--- src/hsfd_pkg.sv ---
`timescale 1ns / 1ps

package hsfd_pkg;

    localparam logic [7:0] START_BYTE    = 8'hFC;
    localparam logic [7:0] TYPE_INFO     = 8'h62;
    localparam logic [7:0] TYPE_CONNECT  = 8'h7A;
    localparam logic [7:0] INFO_SETUP    = 8'h02;
    localparam logic [7:0] INFO_ROOM     = 8'h03;
    localparam logic [7:0] INFO_OPSTATE  = 8'h06;

    localparam logic [4:0] MIN_LEN_SETTINGS = 5'd12;
    localparam logic [4:0] MIN_LEN_ROOM     = 5'd7;
    localparam logic [4:0] MIN_LEN_STATUS   = 5'd5;

    localparam int DECODE_BYTES = 12;
    localparam int DATA_IDX_W   = $clog2(DECODE_BYTES);

    localparam logic [10:0] TEMP_OFFSET      = 11'd128;
    localparam logic [10:0] TARGET_LEGACY_HD = 11'd62;
    localparam logic [10:0] ROOM_LEGACY_HD   = 11'd20;

    typedef enum logic [1:0] {
        PH_HUNT   = 2'd0,
        PH_HEADER = 2'd1,
        PH_DATA   = 2'd2,
        PH_CHECK  = 2'd3
    } t_phase;

    typedef enum logic [1:0] {
        KIND_CONNECT = 2'd0,
        KIND_INFO    = 2'd1,
        KIND_OTHER   = 2'd2
    } t_kind;

    typedef enum logic [1:0] {
        SEL_NONE     = 2'd0,
        SEL_SETTINGS = 2'd1,
        SEL_ROOM     = 2'd2,
        SEL_STATUS   = 2'd3
    } t_info_sel;

    typedef struct packed {
        t_kind              kind;
        t_info_sel          sel;
        logic               power;
        logic [2:0]         mode;
        logic signed [10:0] target;
        logic [2:0]         fan;
        logic [2:0]         vane;
        logic signed [10:0] room;
        logic               running;
    } t_frame_rec;

    // the mode code is masked to three bits, so code eight never reaches the table
    function automatic logic [2:0] map_mode(input logic [2:0] code);
        logic [2:0] idx;
        case (code)
            3'd2:    idx = 3'd1;
            3'd3:    idx = 3'd2;
            3'd7:    idx = 3'd3;
            default: idx = 3'd0;
        endcase
        return idx;
    endfunction

    function automatic logic [2:0] map_fan(input logic [7:0] code);
        logic [2:0] idx;
        case (code)
            8'h01:   idx = 3'd1;
            8'h02:   idx = 3'd2;
            8'h03:   idx = 3'd3;
            8'h05:   idx = 3'd4;
            8'h06:   idx = 3'd5;
            default: idx = 3'd0;
        endcase
        return idx;
    endfunction

    function automatic logic [2:0] map_vane(input logic [7:0] code);
        logic [2:0] idx;
        if (code <= 8'h05) begin
            idx = code[2:0];
        end else if (code == 8'h07) begin
            idx = 3'd6;
        end else begin
            idx = 3'd0;
        end
        return idx;
    endfunction

endpackage

--- src/hsfd_ifs.sv ---
`timescale 1ns / 1ps

interface hsfd_rx_if;
    logic       valid;
    logic       ready;
    logic [7:0] rx_byte;

    modport source (output valid, output rx_byte, input ready);
    modport sink (input valid, input rx_byte, output ready);
    modport monitor (input valid, input rx_byte, input ready);
endinterface

interface hsfd_st_if;
    logic               valid;
    logic               ready;
    logic [1:0]         frame_kind;
    logic               link_up;
    logic               power_state;
    logic [2:0]         mode_index;
    logic signed [10:0] target_half_deg;
    logic [2:0]         fan_index;
    logic [2:0]         vane_index;
    logic signed [10:0] room_half_deg;
    logic               running;
    logic               changed;

    modport source (
        output valid, frame_kind, link_up, power_state, mode_index, target_half_deg,
        output fan_index, vane_index, room_half_deg, running, changed,
        input ready
    );
    modport sink (
        input valid, frame_kind, link_up, power_state, mode_index, target_half_deg,
        input fan_index, vane_index, room_half_deg, running, changed,
        output ready
    );
    modport monitor (
        input valid, frame_kind, link_up, power_state, mode_index, target_half_deg,
        input fan_index, vane_index, room_half_deg, running, changed,
        input ready
    );
endinterface

--- src/hsfd_front.sv ---
`timescale 1ns / 1ps

module hsfd_front
    import hsfd_pkg::*;
#(
    parameter int MAX_DATA_LEN = 22
) (
    input  logic       i_clk,
    input  logic       i_rst_n,
    hsfd_rx_if.sink    i_rx,
    output logic       o_push_valid,
    output t_frame_rec o_push_rec,
    input  logic       i_push_ready
);

    localparam logic [7:0] MAX_LEN_B = 8'(MAX_DATA_LEN);

    t_phase     r_phase, n_phase;
    logic [1:0] r_hdr_cnt, n_hdr_cnt;
    logic [7:0] r_type, n_type;
    logic [4:0] r_len, n_len;
    logic [4:0] r_dcnt, n_dcnt;
    logic [7:0] r_data [DECODE_BYTES];

    logic       accept;
    logic [4:0] dcnt_inc;
    logic [7:0] b;

    assign i_rx.ready   = i_push_ready;
    assign accept       = i_rx.valid && i_push_ready;
    assign b            = i_rx.rx_byte;
    assign dcnt_inc     = r_dcnt + 5'd1;
    assign o_push_valid = accept && (r_phase == PH_CHECK);

    always_comb begin
        n_phase   = r_phase;
        n_hdr_cnt = r_hdr_cnt;
        n_type    = r_type;
        n_len     = r_len;
        n_dcnt    = r_dcnt;
        if (accept) begin
            unique case (r_phase)
                PH_HUNT: begin
                    if (b == START_BYTE) begin
                        n_hdr_cnt = 2'd0;
                        n_dcnt    = 5'd0;
                        n_phase   = PH_HEADER;
                    end
                end
                PH_HEADER: begin
                    if (r_hdr_cnt == 2'd0) begin
                        n_type = b;
                    end
                    if (r_hdr_cnt == 2'd3) begin
                        n_hdr_cnt = 2'd0;
                        if (b > MAX_LEN_B) begin
                            n_phase = PH_HUNT;
                        end else begin
                            n_len   = b[4:0];
                            n_dcnt  = 5'd0;
                            n_phase = (b[4:0] == 5'd0) ? PH_CHECK : PH_DATA;
                        end
                    end else begin
                        n_hdr_cnt = r_hdr_cnt + 2'd1;
                    end
                end
                PH_DATA: begin
                    n_dcnt = dcnt_inc;
                    if (dcnt_inc >= r_len) begin
                        n_phase = PH_CHECK;
                    end
                end
                PH_CHECK: begin
                    n_phase = PH_HUNT;
                end
            endcase
        end
    end

    always_ff @(posedge i_clk) begin
        if (!i_rst_n) begin
            r_phase   <= PH_HUNT;
            r_hdr_cnt <= 2'd0;
            r_type    <= 8'd0;
            r_len     <= 5'd0;
            r_dcnt    <= 5'd0;
        end else begin
            r_phase   <= n_phase;
            r_hdr_cnt <= n_hdr_cnt;
            r_type    <= n_type;
            r_len     <= n_len;
            r_dcnt    <= n_dcnt;
        end
    end

    // only the leading bytes are ever decoded; later data bytes are dropped
    always_ff @(posedge i_clk) begin
        if (accept && (r_phase == PH_HUNT) && (b == START_BYTE)) begin
            for (int i = 0; i < DECODE_BYTES; i++) begin
                r_data[i] <= 8'd0;
            end
        end else if (accept && (r_phase == PH_DATA) && (r_dcnt < 5'(DECODE_BYTES))) begin
            r_data[r_dcnt[DATA_IDX_W-1:0]] <= b;
        end
    end

    always_comb begin
        o_push_rec = '0;
        if (r_type == TYPE_CONNECT) begin
            o_push_rec.kind = KIND_CONNECT;
        end else if (r_type == TYPE_INFO) begin
            o_push_rec.kind = KIND_INFO;
        end else begin
            o_push_rec.kind = KIND_OTHER;
        end

        o_push_rec.sel = SEL_NONE;
        if (r_type == TYPE_INFO) begin
            if ((r_data[0] == INFO_SETUP) && (r_len >= MIN_LEN_SETTINGS)) begin
                o_push_rec.sel = SEL_SETTINGS;
            end else if ((r_data[0] == INFO_ROOM) && (r_len >= MIN_LEN_ROOM)) begin
                o_push_rec.sel = SEL_ROOM;
            end else if ((r_data[0] == INFO_OPSTATE) && (r_len >= MIN_LEN_STATUS)) begin
                o_push_rec.sel = SEL_STATUS;
            end
        end

        o_push_rec.power = (r_data[3] == 8'h01);
        o_push_rec.mode  = map_mode(r_data[4][2:0]);
        o_push_rec.fan   = map_fan(r_data[6]);
        o_push_rec.vane  = map_vane(r_data[7]);

        // zero in the half-degree byte selects the legacy whole-degree encoding
        if (r_data[11] != 8'd0) begin
            o_push_rec.target = {3'b000, r_data[11]} - TEMP_OFFSET;
        end else begin
            o_push_rec.target = TARGET_LEGACY_HD - {2'b00, r_data[5], 1'b0};
        end
        if (r_data[6] != 8'd0) begin
            o_push_rec.room = {3'b000, r_data[6]} - TEMP_OFFSET;
        end else begin
            o_push_rec.room = ROOM_LEGACY_HD + {2'b00, r_data[3], 1'b0};
        end

        o_push_rec.running = (r_data[4] != 8'd0);
    end

endmodule

--- src/hsfd_queue.sv ---
`timescale 1ns / 1ps

module hsfd_queue
    import hsfd_pkg::*;
(
    input  logic       i_clk,
    input  logic       i_rst_n,
    input  logic       i_push,
    input  t_frame_rec i_push_rec,
    output logic       o_push_ready,
    output logic       o_valid,
    output t_frame_rec o_rec,
    input  logic       i_pop
);

    t_frame_rec r_mem [2];
    logic       r_wptr;
    logic       r_rptr;
    logic [1:0] r_count;

    logic do_push;
    logic do_pop;

    assign o_push_ready = (r_count != 2'd2);
    assign o_valid      = (r_count != 2'd0);
    assign o_rec        = r_mem[r_rptr];
    assign do_push      = i_push && o_push_ready;
    assign do_pop       = i_pop && o_valid;

    always_ff @(posedge i_clk) begin
        if (do_push) begin
            r_mem[r_wptr] <= i_push_rec;
        end
    end

    always_ff @(posedge i_clk) begin
        if (!i_rst_n) begin
            r_wptr  <= 1'b0;
            r_rptr  <= 1'b0;
            r_count <= 2'd0;
        end else begin
            if (do_push) begin
                r_wptr <= ~r_wptr;
            end
            if (do_pop) begin
                r_rptr <= ~r_rptr;
            end
            case ({do_push, do_pop})
                2'b10:   r_count <= r_count + 2'd1;
                2'b01:   r_count <= r_count - 2'd1;
                default: r_count <= r_count;
            endcase
        end
    end

endmodule

--- src/hsfd_back.sv ---
`timescale 1ns / 1ps

module hsfd_back
    import hsfd_pkg::*;
(
    input  logic       i_clk,
    input  logic       i_rst_n,
    input  logic       i_valid,
    input  t_frame_rec i_rec,
    output logic       o_pop,
    hsfd_st_if.source  o_st
);

    logic               r_out_valid;
    t_kind              r_kind;
    logic               r_chg;
    logic               r_link, n_link;
    logic               r_power, n_power;
    logic [2:0]         r_mode, n_mode;
    logic signed [10:0] r_target, n_target;
    logic [2:0]         r_fan, n_fan;
    logic [2:0]         r_vane, n_vane;
    logic signed [10:0] r_room, n_room;
    logic               r_run, n_run;
    logic               n_chg;

    assign o_pop = i_valid && (!r_out_valid || o_st.ready);

    always_comb begin
        n_link   = r_link;
        n_power  = r_power;
        n_mode   = r_mode;
        n_target = r_target;
        n_fan    = r_fan;
        n_vane   = r_vane;
        n_room   = r_room;
        n_run    = r_run;
        n_chg    = 1'b0;
        unique case (i_rec.kind)
            KIND_CONNECT: begin
                n_link = 1'b1;
                n_chg  = !r_link;
            end
            KIND_INFO: begin
                unique case (i_rec.sel)
                    SEL_SETTINGS: begin
                        n_power  = i_rec.power;
                        n_mode   = i_rec.mode;
                        n_target = i_rec.target;
                        n_fan    = i_rec.fan;
                        n_vane   = i_rec.vane;
                        n_chg    = (i_rec.power != r_power) || (i_rec.mode != r_mode)
                                || (i_rec.target != r_target) || (i_rec.fan != r_fan)
                                || (i_rec.vane != r_vane);
                    end
                    SEL_ROOM: begin
                        n_room = i_rec.room;
                        n_chg  = (i_rec.room != r_room);
                    end
                    SEL_STATUS: begin
                        n_run = i_rec.running;
                        n_chg = (i_rec.running != r_run);
                    end
                    default: begin
                        n_chg = 1'b0;
                    end
                endcase
            end
            default: begin
                n_chg = 1'b0;
            end
        endcase
    end

    // kept status only moves when a new result is loaded, so it doubles as the payload
    always_ff @(posedge i_clk) begin
        if (!i_rst_n) begin
            r_out_valid <= 1'b0;
            r_link      <= 1'b0;
            r_power     <= 1'b0;
            r_mode      <= 3'd0;
            r_target    <= 11'sd0;
            r_fan       <= 3'd0;
            r_vane      <= 3'd0;
            r_room      <= 11'sd0;
            r_run       <= 1'b0;
        end else if (o_pop) begin
            r_out_valid <= 1'b1;
            r_link      <= n_link;
            r_power     <= n_power;
            r_mode      <= n_mode;
            r_target    <= n_target;
            r_fan       <= n_fan;
            r_vane      <= n_vane;
            r_room      <= n_room;
            r_run       <= n_run;
        end else if (o_st.ready) begin
            r_out_valid <= 1'b0;
        end
    end

    always_ff @(posedge i_clk) begin
        if (o_pop) begin
            r_kind <= i_rec.kind;
            r_chg  <= n_chg;
        end
    end

    assign o_st.valid           = r_out_valid;
    assign o_st.frame_kind      = r_kind;
    assign o_st.link_up         = r_link;
    assign o_st.power_state     = r_power;
    assign o_st.mode_index      = r_mode;
    assign o_st.target_half_deg = r_target;
    assign o_st.fan_index       = r_fan;
    assign o_st.vane_index      = r_vane;
    assign o_st.room_half_deg   = r_room;
    assign o_st.running         = r_run;
    assign o_st.changed         = r_chg;

endmodule

--- src/hvac_serial_frame_decoder_unit.sv ---
`timescale 1ns / 1ps
// throughput: one received byte per cycle, limited only by the two-entry frame queue
// result path: the checksum byte transfer writes the frame record into the queue, and the result register loads it
// from the queue head once the output slot is free or taken; non-result bytes only advance the front parser
// and produce nothing; reset: synchronous active low, parser returns to hunting and kept status clears to zero

module hvac_serial_frame_decoder_unit
    import hsfd_pkg::*;
#(
    parameter int MAX_DATA_LEN = 22
) (
    input  logic      i_clk,
    input  logic      i_rst_n,
    hsfd_rx_if.sink   i_rx,
    hsfd_st_if.source o_st
);

    logic       push_valid;
    logic       push_ready;
    t_frame_rec push_rec;
    logic       q_valid;
    t_frame_rec q_rec;
    logic       q_pop;

    hsfd_front #(
        .MAX_DATA_LEN(MAX_DATA_LEN)
    ) u_front (
        .i_clk       (i_clk),
        .i_rst_n     (i_rst_n),
        .i_rx        (i_rx),
        .o_push_valid(push_valid),
        .o_push_rec  (push_rec),
        .i_push_ready(push_ready)
    );

    hsfd_queue u_queue (
        .i_clk       (i_clk),
        .i_rst_n     (i_rst_n),
        .i_push      (push_valid),
        .i_push_rec  (push_rec),
        .o_push_ready(push_ready),
        .o_valid     (q_valid),
        .o_rec       (q_rec),
        .i_pop       (q_pop)
    );

    hsfd_back u_back (
        .i_clk  (i_clk),
        .i_rst_n(i_rst_n),
        .i_valid(q_valid),
        .i_rec  (q_rec),
        .o_pop  (q_pop),
        .o_st   (o_st)
    );

endmodule

--- src/flat_wrapper.sv ---
// flat-port wrapper written by rule: the top's interface ports become plain ports
module hvac_serial_frame_decoder_unit_flat import hsfd_pkg::*;
#(
    parameter int MAX_DATA_LEN = 22
)
  (i_clk, i_rst_n, i_rx_valid, i_rx_rx_byte, i_rx_ready, o_st_valid, o_st_frame_kind, o_st_link_up, o_st_power_state, o_st_mode_index, o_st_target_half_deg, o_st_fan_index, o_st_vane_index, o_st_room_half_deg, o_st_running, o_st_changed, o_st_ready);
  hsfd_rx_if i_rx_i ();
  hsfd_st_if o_st_i ();
  input  logic i_clk;
  input  logic i_rst_n;
  input wire logic [$bits(i_rx_i.valid)-1:0] i_rx_valid;
  input wire logic [$bits(i_rx_i.rx_byte)-1:0] i_rx_rx_byte;
  output wire logic [$bits(i_rx_i.ready)-1:0] i_rx_ready;
  output wire logic [$bits(o_st_i.valid)-1:0] o_st_valid;
  output wire logic [$bits(o_st_i.frame_kind)-1:0] o_st_frame_kind;
  output wire logic [$bits(o_st_i.link_up)-1:0] o_st_link_up;
  output wire logic [$bits(o_st_i.power_state)-1:0] o_st_power_state;
  output wire logic [$bits(o_st_i.mode_index)-1:0] o_st_mode_index;
  output wire logic [$bits(o_st_i.target_half_deg)-1:0] o_st_target_half_deg;
  output wire logic [$bits(o_st_i.fan_index)-1:0] o_st_fan_index;
  output wire logic [$bits(o_st_i.vane_index)-1:0] o_st_vane_index;
  output wire logic [$bits(o_st_i.room_half_deg)-1:0] o_st_room_half_deg;
  output wire logic [$bits(o_st_i.running)-1:0] o_st_running;
  output wire logic [$bits(o_st_i.changed)-1:0] o_st_changed;
  input wire logic [$bits(o_st_i.ready)-1:0] o_st_ready;
  assign i_rx_i.valid = i_rx_valid;
  assign i_rx_i.rx_byte = i_rx_rx_byte;
  assign i_rx_ready = i_rx_i.ready;
  assign o_st_valid = o_st_i.valid;
  assign o_st_frame_kind = o_st_i.frame_kind;
  assign o_st_link_up = o_st_i.link_up;
  assign o_st_power_state = o_st_i.power_state;
  assign o_st_mode_index = o_st_i.mode_index;
  assign o_st_target_half_deg = o_st_i.target_half_deg;
  assign o_st_fan_index = o_st_i.fan_index;
  assign o_st_vane_index = o_st_i.vane_index;
  assign o_st_room_half_deg = o_st_i.room_half_deg;
  assign o_st_running = o_st_i.running;
  assign o_st_changed = o_st_i.changed;
  assign o_st_i.ready = o_st_ready;
  hvac_serial_frame_decoder_unit #(.MAX_DATA_LEN(MAX_DATA_LEN)) u_core (.i_clk(i_clk), .i_rst_n(i_rst_n), .i_rx(i_rx_i), .o_st(o_st_i));
endmodule
--- config.mk ---
export PLATFORM = sky130hd
export DESIGN_NAME = hvac_serial_frame_decoder_unit_flat
export DESIGN_NICKNAME = d
export VERILOG_FILES = /design/src/hsfd_pkg.sv /design/src/hsfd_ifs.sv /design/src/hsfd_front.sv /design/src/hsfd_queue.sv /design/src/hsfd_back.sv /design/src/hvac_serial_frame_decoder_unit.sv /design/src/flat_wrapper.sv
export SDC_FILE = /design/constraint.sdc
export NUM_CORES = 1
export LEC_CHECK = 0
export BUFFER_PORTS_ARGS = -buffer_cell sky130_fd_sc_hd__buf_2
export CAP_MARGIN = 20
export CORE_ASPECT_RATIO = 1.1
export CORE_MARGIN = 2
export CORE_UTILIZATION = 35
export CTS_BUF_LIST = sky130_fd_sc_hd__clkbuf_4
export DETAILED_ROUTE_END_ITERATION = 7
export PLACE_DENSITY_LB_ADDON = 0.08
export REMOVE_ABC_BUFFERS = 1
export SYNTH_ARGS = -nofsm -noshare
export SYNTH_HDL_FRONTEND = slang
export SYNTH_SLANG_ARGS = --single-unit
--- constraint.sdc ---
create_clock -name i_clk -period 3.35 [get_ports i_clk]
set_input_delay 0.1675 -clock i_clk [delete_from_list [all_inputs] [get_ports i_clk]]
set_output_delay 0.1675 -clock i_clk [all_outputs]
set_load 0.02 [all_outputs]
## Word level (Yosys, flattened, before mapping)

Memory sizes are Yosys's and may differ from the RTL's. A register that Yosys moved wholly into a read port is not among the register bits.
Index checks and enable logic that the tools add are counted.
Widths: inputs -> output; s select.

- Register bits: 64
- Bits in writable memories: 168
- Output and inout port bits: 39
- Memories kept: 2

- Add/sub/neg operators: 8
- Magnitude comparators: 7
- Equality and inequality tests: 38
- Mux-type cells: 42
- Bitwise logic cells: 3
- Reduce and logical (&&, ||, !) cells: 41

Memory list:

| memory | words | bits a word | rd ports | clocked after Yosys merged registers in | write ports | line | source |
|---|---|---|---|---|---|---|---|
| u_core.u_front.r_data | 12 | 8 | 7 | 0 | 12 | hsfd_front.sv:23 | `logic [7:0] r_data [DECODE_BYTES];` |
| u_core.u_queue.r_mem | 2 | 36 | 1 | 1 | 1 | hsfd_queue.sv:16 | `t_frame_rec r_mem [2];` |

Operators with widths:

| cell | number |
|---|---|
| $eq 8x2->1 const B | 4 |
| $eq 8x3->1 const B | 4 |
| $mux 2 | 12 |
| $reduce_bool 8->1 | 3 |
| $mux 11 | 2 |
| $ne 11x11->1 | 2 |
| $sub 8x8->9 const B | 2 |
| $eq 8x1->1 const B | 2 |
| $eq 8x7->1 const B | 2 |
| $mux 5 | 3 |
| $pmux 3 s5 | 1 |
| $pmux 5 s3 | 1 |
| $reduce_and 3->1 | 5 |
| $mux 1 | 13 |
| $eq 2x2->1 const B | 6 |
| $logic_and 1x1->1 | 12 |
| $add 5x9->10 const A | 1 |
| $ge 5x3->1 const B | 2 |
| $sub 6x9->10 const A | 1 |
| $ne 3x3->1 | 3 |
| $eq 2x1->1 const B | 4 |
| $eq 8x8->1 const B | 1 |
| $gt 8x5->1 const B | 1 |
| $le 8x3->1 const B | 1 |
| other kinds (30) | 51 |

## Longest topological paths before layout

- Depth in word-level cells: 9
- Depth in mapped cells: 9

## Hierarchy

Synthesis repeated with hierarchy kept, for this count alone.

- Cell total of the unflattened synthesis: 725
- Area total of the unflattened synthesis: 8730.9 µm²

By module, submodules not included:

| module | instances | cells an instance | area an instance (µm²) | seq. area each (µm²) |
|---|---|---|---|---|
| hsfd_front | 1 | 389 | 4038.9 | 2122.0 |
| hsfd_queue | 1 | 139 | 2894.0 | 2322.2 |
| hsfd_back | 1 | 197 | 1798.0 | 790.8 |

## Worst setup path before layout

Ideal clock, no wire load.

- Kind: reg2reg
- Start point: register u_core.u_queue.r_count[0]
- End point: memory u_core.u_queue.r_mem[0][0] in the netlist's numbering (enable)
- Arrival: 2.582 ns
- Required time: 2.921 ns
- Setup slack: 0.339 ns
- Stages on the path, launching flop included: 6
- Buffers on the path: 1
- Period minus slack after synthesis: 3.011 ns
- Path through: dfxtp_1 > nand2b_1 > and2_1 > buf_6 > nand3_1 > nor2_1

- Word-level cells in the longest chain between the ends: 6

Ends and longest elaborated chain:

| item | line | source |
|---|---|---|
| start, declared | hsfd_queue.sv:19 | `logic [1:0] r_count;` |
| start signal, assigned | hsfd_queue.sv:49 | `2'b10: r_count <= r_count + 2'd1;` |
| start signal, assigned | hsfd_queue.sv:50 | `2'b01: r_count <= r_count - 2'd1;` |
| start signal, assigned | hsfd_queue.sv:51 | `default: r_count <= r_count;` |
| $ne 2x2->1 * | hsfd_queue.sv:24 | `assign o_push_ready = (r_count != 2'd2);` |
| via i_rx_ready | flat_wrapper.sv:13 | `output wire logic [$bits(i_rx_i.ready)-1:0] i_rx_ready;` |
| $logic_and 1x1->1 | hsfd_front.sv:30 | `assign accept = i_rx.valid && i_push_ready;` |
| $logic_and 1x1->1 | hsfd_front.sv:33 | `assign o_push_valid = accept && (r_phase == PH_CHECK);` |
| $logic_and 1x1->1 * | hsfd_queue.sv:27 | `assign do_push = i_push && o_push_ready;` |
| $mux 1 * | hsfd_queue.sv:31 | `if (do_push) begin` |
| $mux 1 (not written as such) * | hsfd_queue.sv:32 | `r_mem[r_wptr] <= i_push_rec;` |
| end, declared | hsfd_queue.sv:16 |  |

Mark *: on every way through the listed nets, which the timed path passes. The rest lies on a longest branch.

==> flow_metrics.tcl <==
set metrics [dict create \
    outcome "completed" \
    grt_usage 0.150 \
    ir_drop_uv 163 \
    first_global_vias 5098 \
    ys_seq_elements 189 \
    netlist_area_mm2 0.00833 \
    overflow 0 \
    rows 59 \
    layout-drive-gt1-share 0.153 \
    crit_type "flop to flop" \
    initial_core_util 0.354 \
    relSlewSlack 0.517 \
    min_path_type "input port to flop" \
    ff2ff_path_depth 7 \
    die_area_mm2 0.0250 \
    synth-seq-area-share 0.610 \
    synth_top_family_by_area "simple AND/OR/NAND/NOR gates" \
    p_per_area_mw_per_mm2 397 \
    cts.clk_slew.worst_paths_ns 0.14 \
    cts_tree "yes" \
    port_buffers 49 \
    placedCellCount 1018 \
    fin_nets 766 \
    reg2reg_to "u_core.u_back.o_st.changed$_DFFE_PP_" \
    synth_compound_area_frac 0.0897 \
    post-cts-setup-buffers 0 \
    ys_async_sr_fraction 0 \
    worstPathRequired_ns 3.65 \
    setup_viol 0 \
    cts-root-buf "clkbuf_4" \
    ys_warn_count 0 \
    synth_cell_type_count 59 \
    leakage_nw 3.53 \
    maxCapViolCount 0 \
    drc_errors 0 \
    viasPerCell 4.89 \
    wire_per_inst_um 17.0 \
    antenna_left 0 \
    fin_crit_ns 2.90 \
    yosys-top-cells-area "edfxtp_1 47%, dfxtp_1 14%, mux2i_1 4.3%" \
    synthAdderAreaFrac 0.0210 \
    synth_xor_area_frac 0.0484 \
    crit_path_end_kind "flop" \
    tightest_slew_ns 0.724 \
    gp_congestion 0.785 \
    ys.flop_type "edfxtp_1" \
    drt_iter0_drc 269 \
    cp.arrival_ns 3.20 \
    rsz0062_at_grt "no" \
    dpl_worst_slack_ns 0.358 \
    yosysTopAreaCellShare 0.465 \
    die_x_um 151 \
    fin_worst_skew_ns 0.0344 \
    setup_ws_ns 0.454 \
    htreeDepth 4 \
    cp-start-kind "flop" \
    fillerInstances 2265 \
    num_vias 5183 \
    crit_fanout 25 \
    min_delay_path_depth 3 \
    r2r_slack_ns 0.45 \
    min_period_over_period 0.865 \
    syn_to_final_growth_pct 11.0 \
    syn_area_per_cell_um2 12.2 \
    grt_pass1_wl_um 28300 \
    synth_edf_count 129 \
    synthMuxAreaShare 0.0460 \
    cts_max_path_buffers 2 \
    hold_start "i_rx_rx_byte[2]" \
    stdcell_count 1059 \
    clock-sinks 189 \
    total_power_mw 3.67 \
    coreArea_mm2 0.0235 \
    routed_wl_um 18000 \
    yosys.area_share.simple 0.156 \
    synth_top_cell_by_area "edfxtp_1" \
    dieHeight_um 166 \
    fmax_mhz 345 \
    cts_buffers 17 \
    fin_tns_setup_ns 0 \
    report.final.slew_viol_count 0 \
    dp_hpwl_um 12600 \
    grt_max_degree 39 \
    hold_end "u_core.u_front.r_type[2]$_SDFFE_PN0P_" \
    syn_inst 682 \
    first_pass_iters 5 \
    pin_count 51 \
    clock_latency_ns 0.57 \
    final-hold-violation-count 0 \
    antenna_found_initial 1 \
]
[timing repair]
item	4_1_cts	5_1_grt
hold buffers	8	0
gates resized for setup	0	0
hold endpoints to repair	11	0
[per-stage QoR]
step | instance area [µm²] | utilization | hold WS (ns)
2_1_floorplan | 8150 | - | 0.285
3_3_place_gp | 8910 | 0.378 | 0.456
3_5_place_dp | 8910 | 0.378 | 0.460
4_1_cts | 9240 | 0.392 | 0.00620
5_1_grt | 9240 | 0.392 | 0.0146
6_report | 9240 | 0.392 | 0.0448
[logic make-up after synthesis]
group | after synthesis
compound gates | 103
xor+xnor | 46
fa+ha+maj | 14
buf+inv | 48
flops | 189
mux | 38
other cells | 1
simple gates | 243
[final cells by class]
| class | count | area [µm²] | share of cell area |
|---|---|---|---|
| tap | 305 | 382 | 0.0413 |
| clock inverter | 11 | 95.1 | 0.0103 |
| timing repair buffer | 70 | 435 | 0.0471 |
| antenna | 1 | 2.50 | 0.000271 |
| sequential | 189 | 5080 | 0.549 |
| inverter | 17 | 63.8 | 0.00690 |
| clock buffer | 21 | 158 | 0.0171 |
| multi-input combinational | 445 | 3030 | 0.328 |
[routing by layer]
metal | global-route usage | up-vias | part of all wire
met5 | 0 | - | 0
met4 | 0.0484 | 0 | 0.015
met3 | 0.0269 | 21 | 0.026
met2 | 0.257 | 81 | 0.50
met1 | 0.192 | 2510 | 0.45
li1 | - | 2571 | -
[cells in the final DEF (no fill, tap or decap), types with 10 or more instances in the layout]
cell type and count:
o211a_1 14, xnor2_1 22, xor2_1 24, dfxtp_1 59
nor2_1 39, nor4_1 10, a211oi_1 19, buf_4 12
ha_1 14, nand2_1 49, edfxtp_1 129, and2_1 43
inv_1 16, a21oi_1 16, mux2i_1 36, buf_2 49
nor2b_1 14, nor3_1 12, and3_1 18, clkbuf_4 21
nand3_1 14, o21ai_0 12, nand2b_1 10
[worst max path at each step]
stage | endpoint | cells after the start | slack [ns]
finish | u_core.u_back.o_st.changed$_DFFE_PP_ | 7 | 0.45
global route | u_core.u_back.o_st.changed$_DFFE_PP_ | 7 | 0.24
CTS | u_core.u_back.o_st.changed$_DFFE_PP_ | 7 | 0.34
detailed placement | u_core.u_back.o_st.changed$_DFFE_PP_ | 7 | 0.36
global placement | u_core.u_back.o_st.changed$_DFFE_PP_ | 7 | 0.45
floorplan | u_core.u_back.o_st.fan_index[1]$_SDFFE_PN0P_ | 5 | -1.17
[synthesized netlist by cell type (16+ instances only)]
cell type  number
nand2_1        49
a21oi_1        16
nor2_1         41
inv_1          16
xor2_1         24
clkbuf_1       17
a211oi_1       19
and2_1         43
and3_1         18
dfxtp_1        60
xnor2_1        22
edfxtp_1      129
mux2i_1        36
[state kept, by name, summed over array words and instances (netlist names), 3 cells and up, named ones only]
register,flops
u_core.u_back.o_st.target_half_deg,10
u_core.u_back.o_st.vane_index,3
u_core.u_front.r_len,5
u_core.u_front.r_dcnt,5
u_core.u_queue.r_mem,70
u_core.u_back.o_st.room_half_deg,11
u_core.u_front.r_data,56
u_core.u_back.o_st.fan_index,3
u_core.u_front.r_type,8
[worst max-delay path, stage by stage, from the launching register on]
cell and delay [ns]:
dfxtp_2 0.82, buf_4 0.38, mux2i_1 0.33, xnor2_1 0.12, nor4_1 0.40, a31oi_1 0.16, a211oi_1 0.33, o22ai_1 0.11
[report_power, final]
| group | switching, mW | leakage [nW] | total, mW | internal, mW |
|---|---|---|---|---|
| clock | 0.745 | 0.145 | 1.15 | 0.400 |
| combinational | 0.0459 | 1.78 | 0.0644 | 0.0185 |
| sequential | 0.000325 | 1.61 | 2.46 | 2.46 |
No activity file was read; power rests on OpenSTA's default activity.
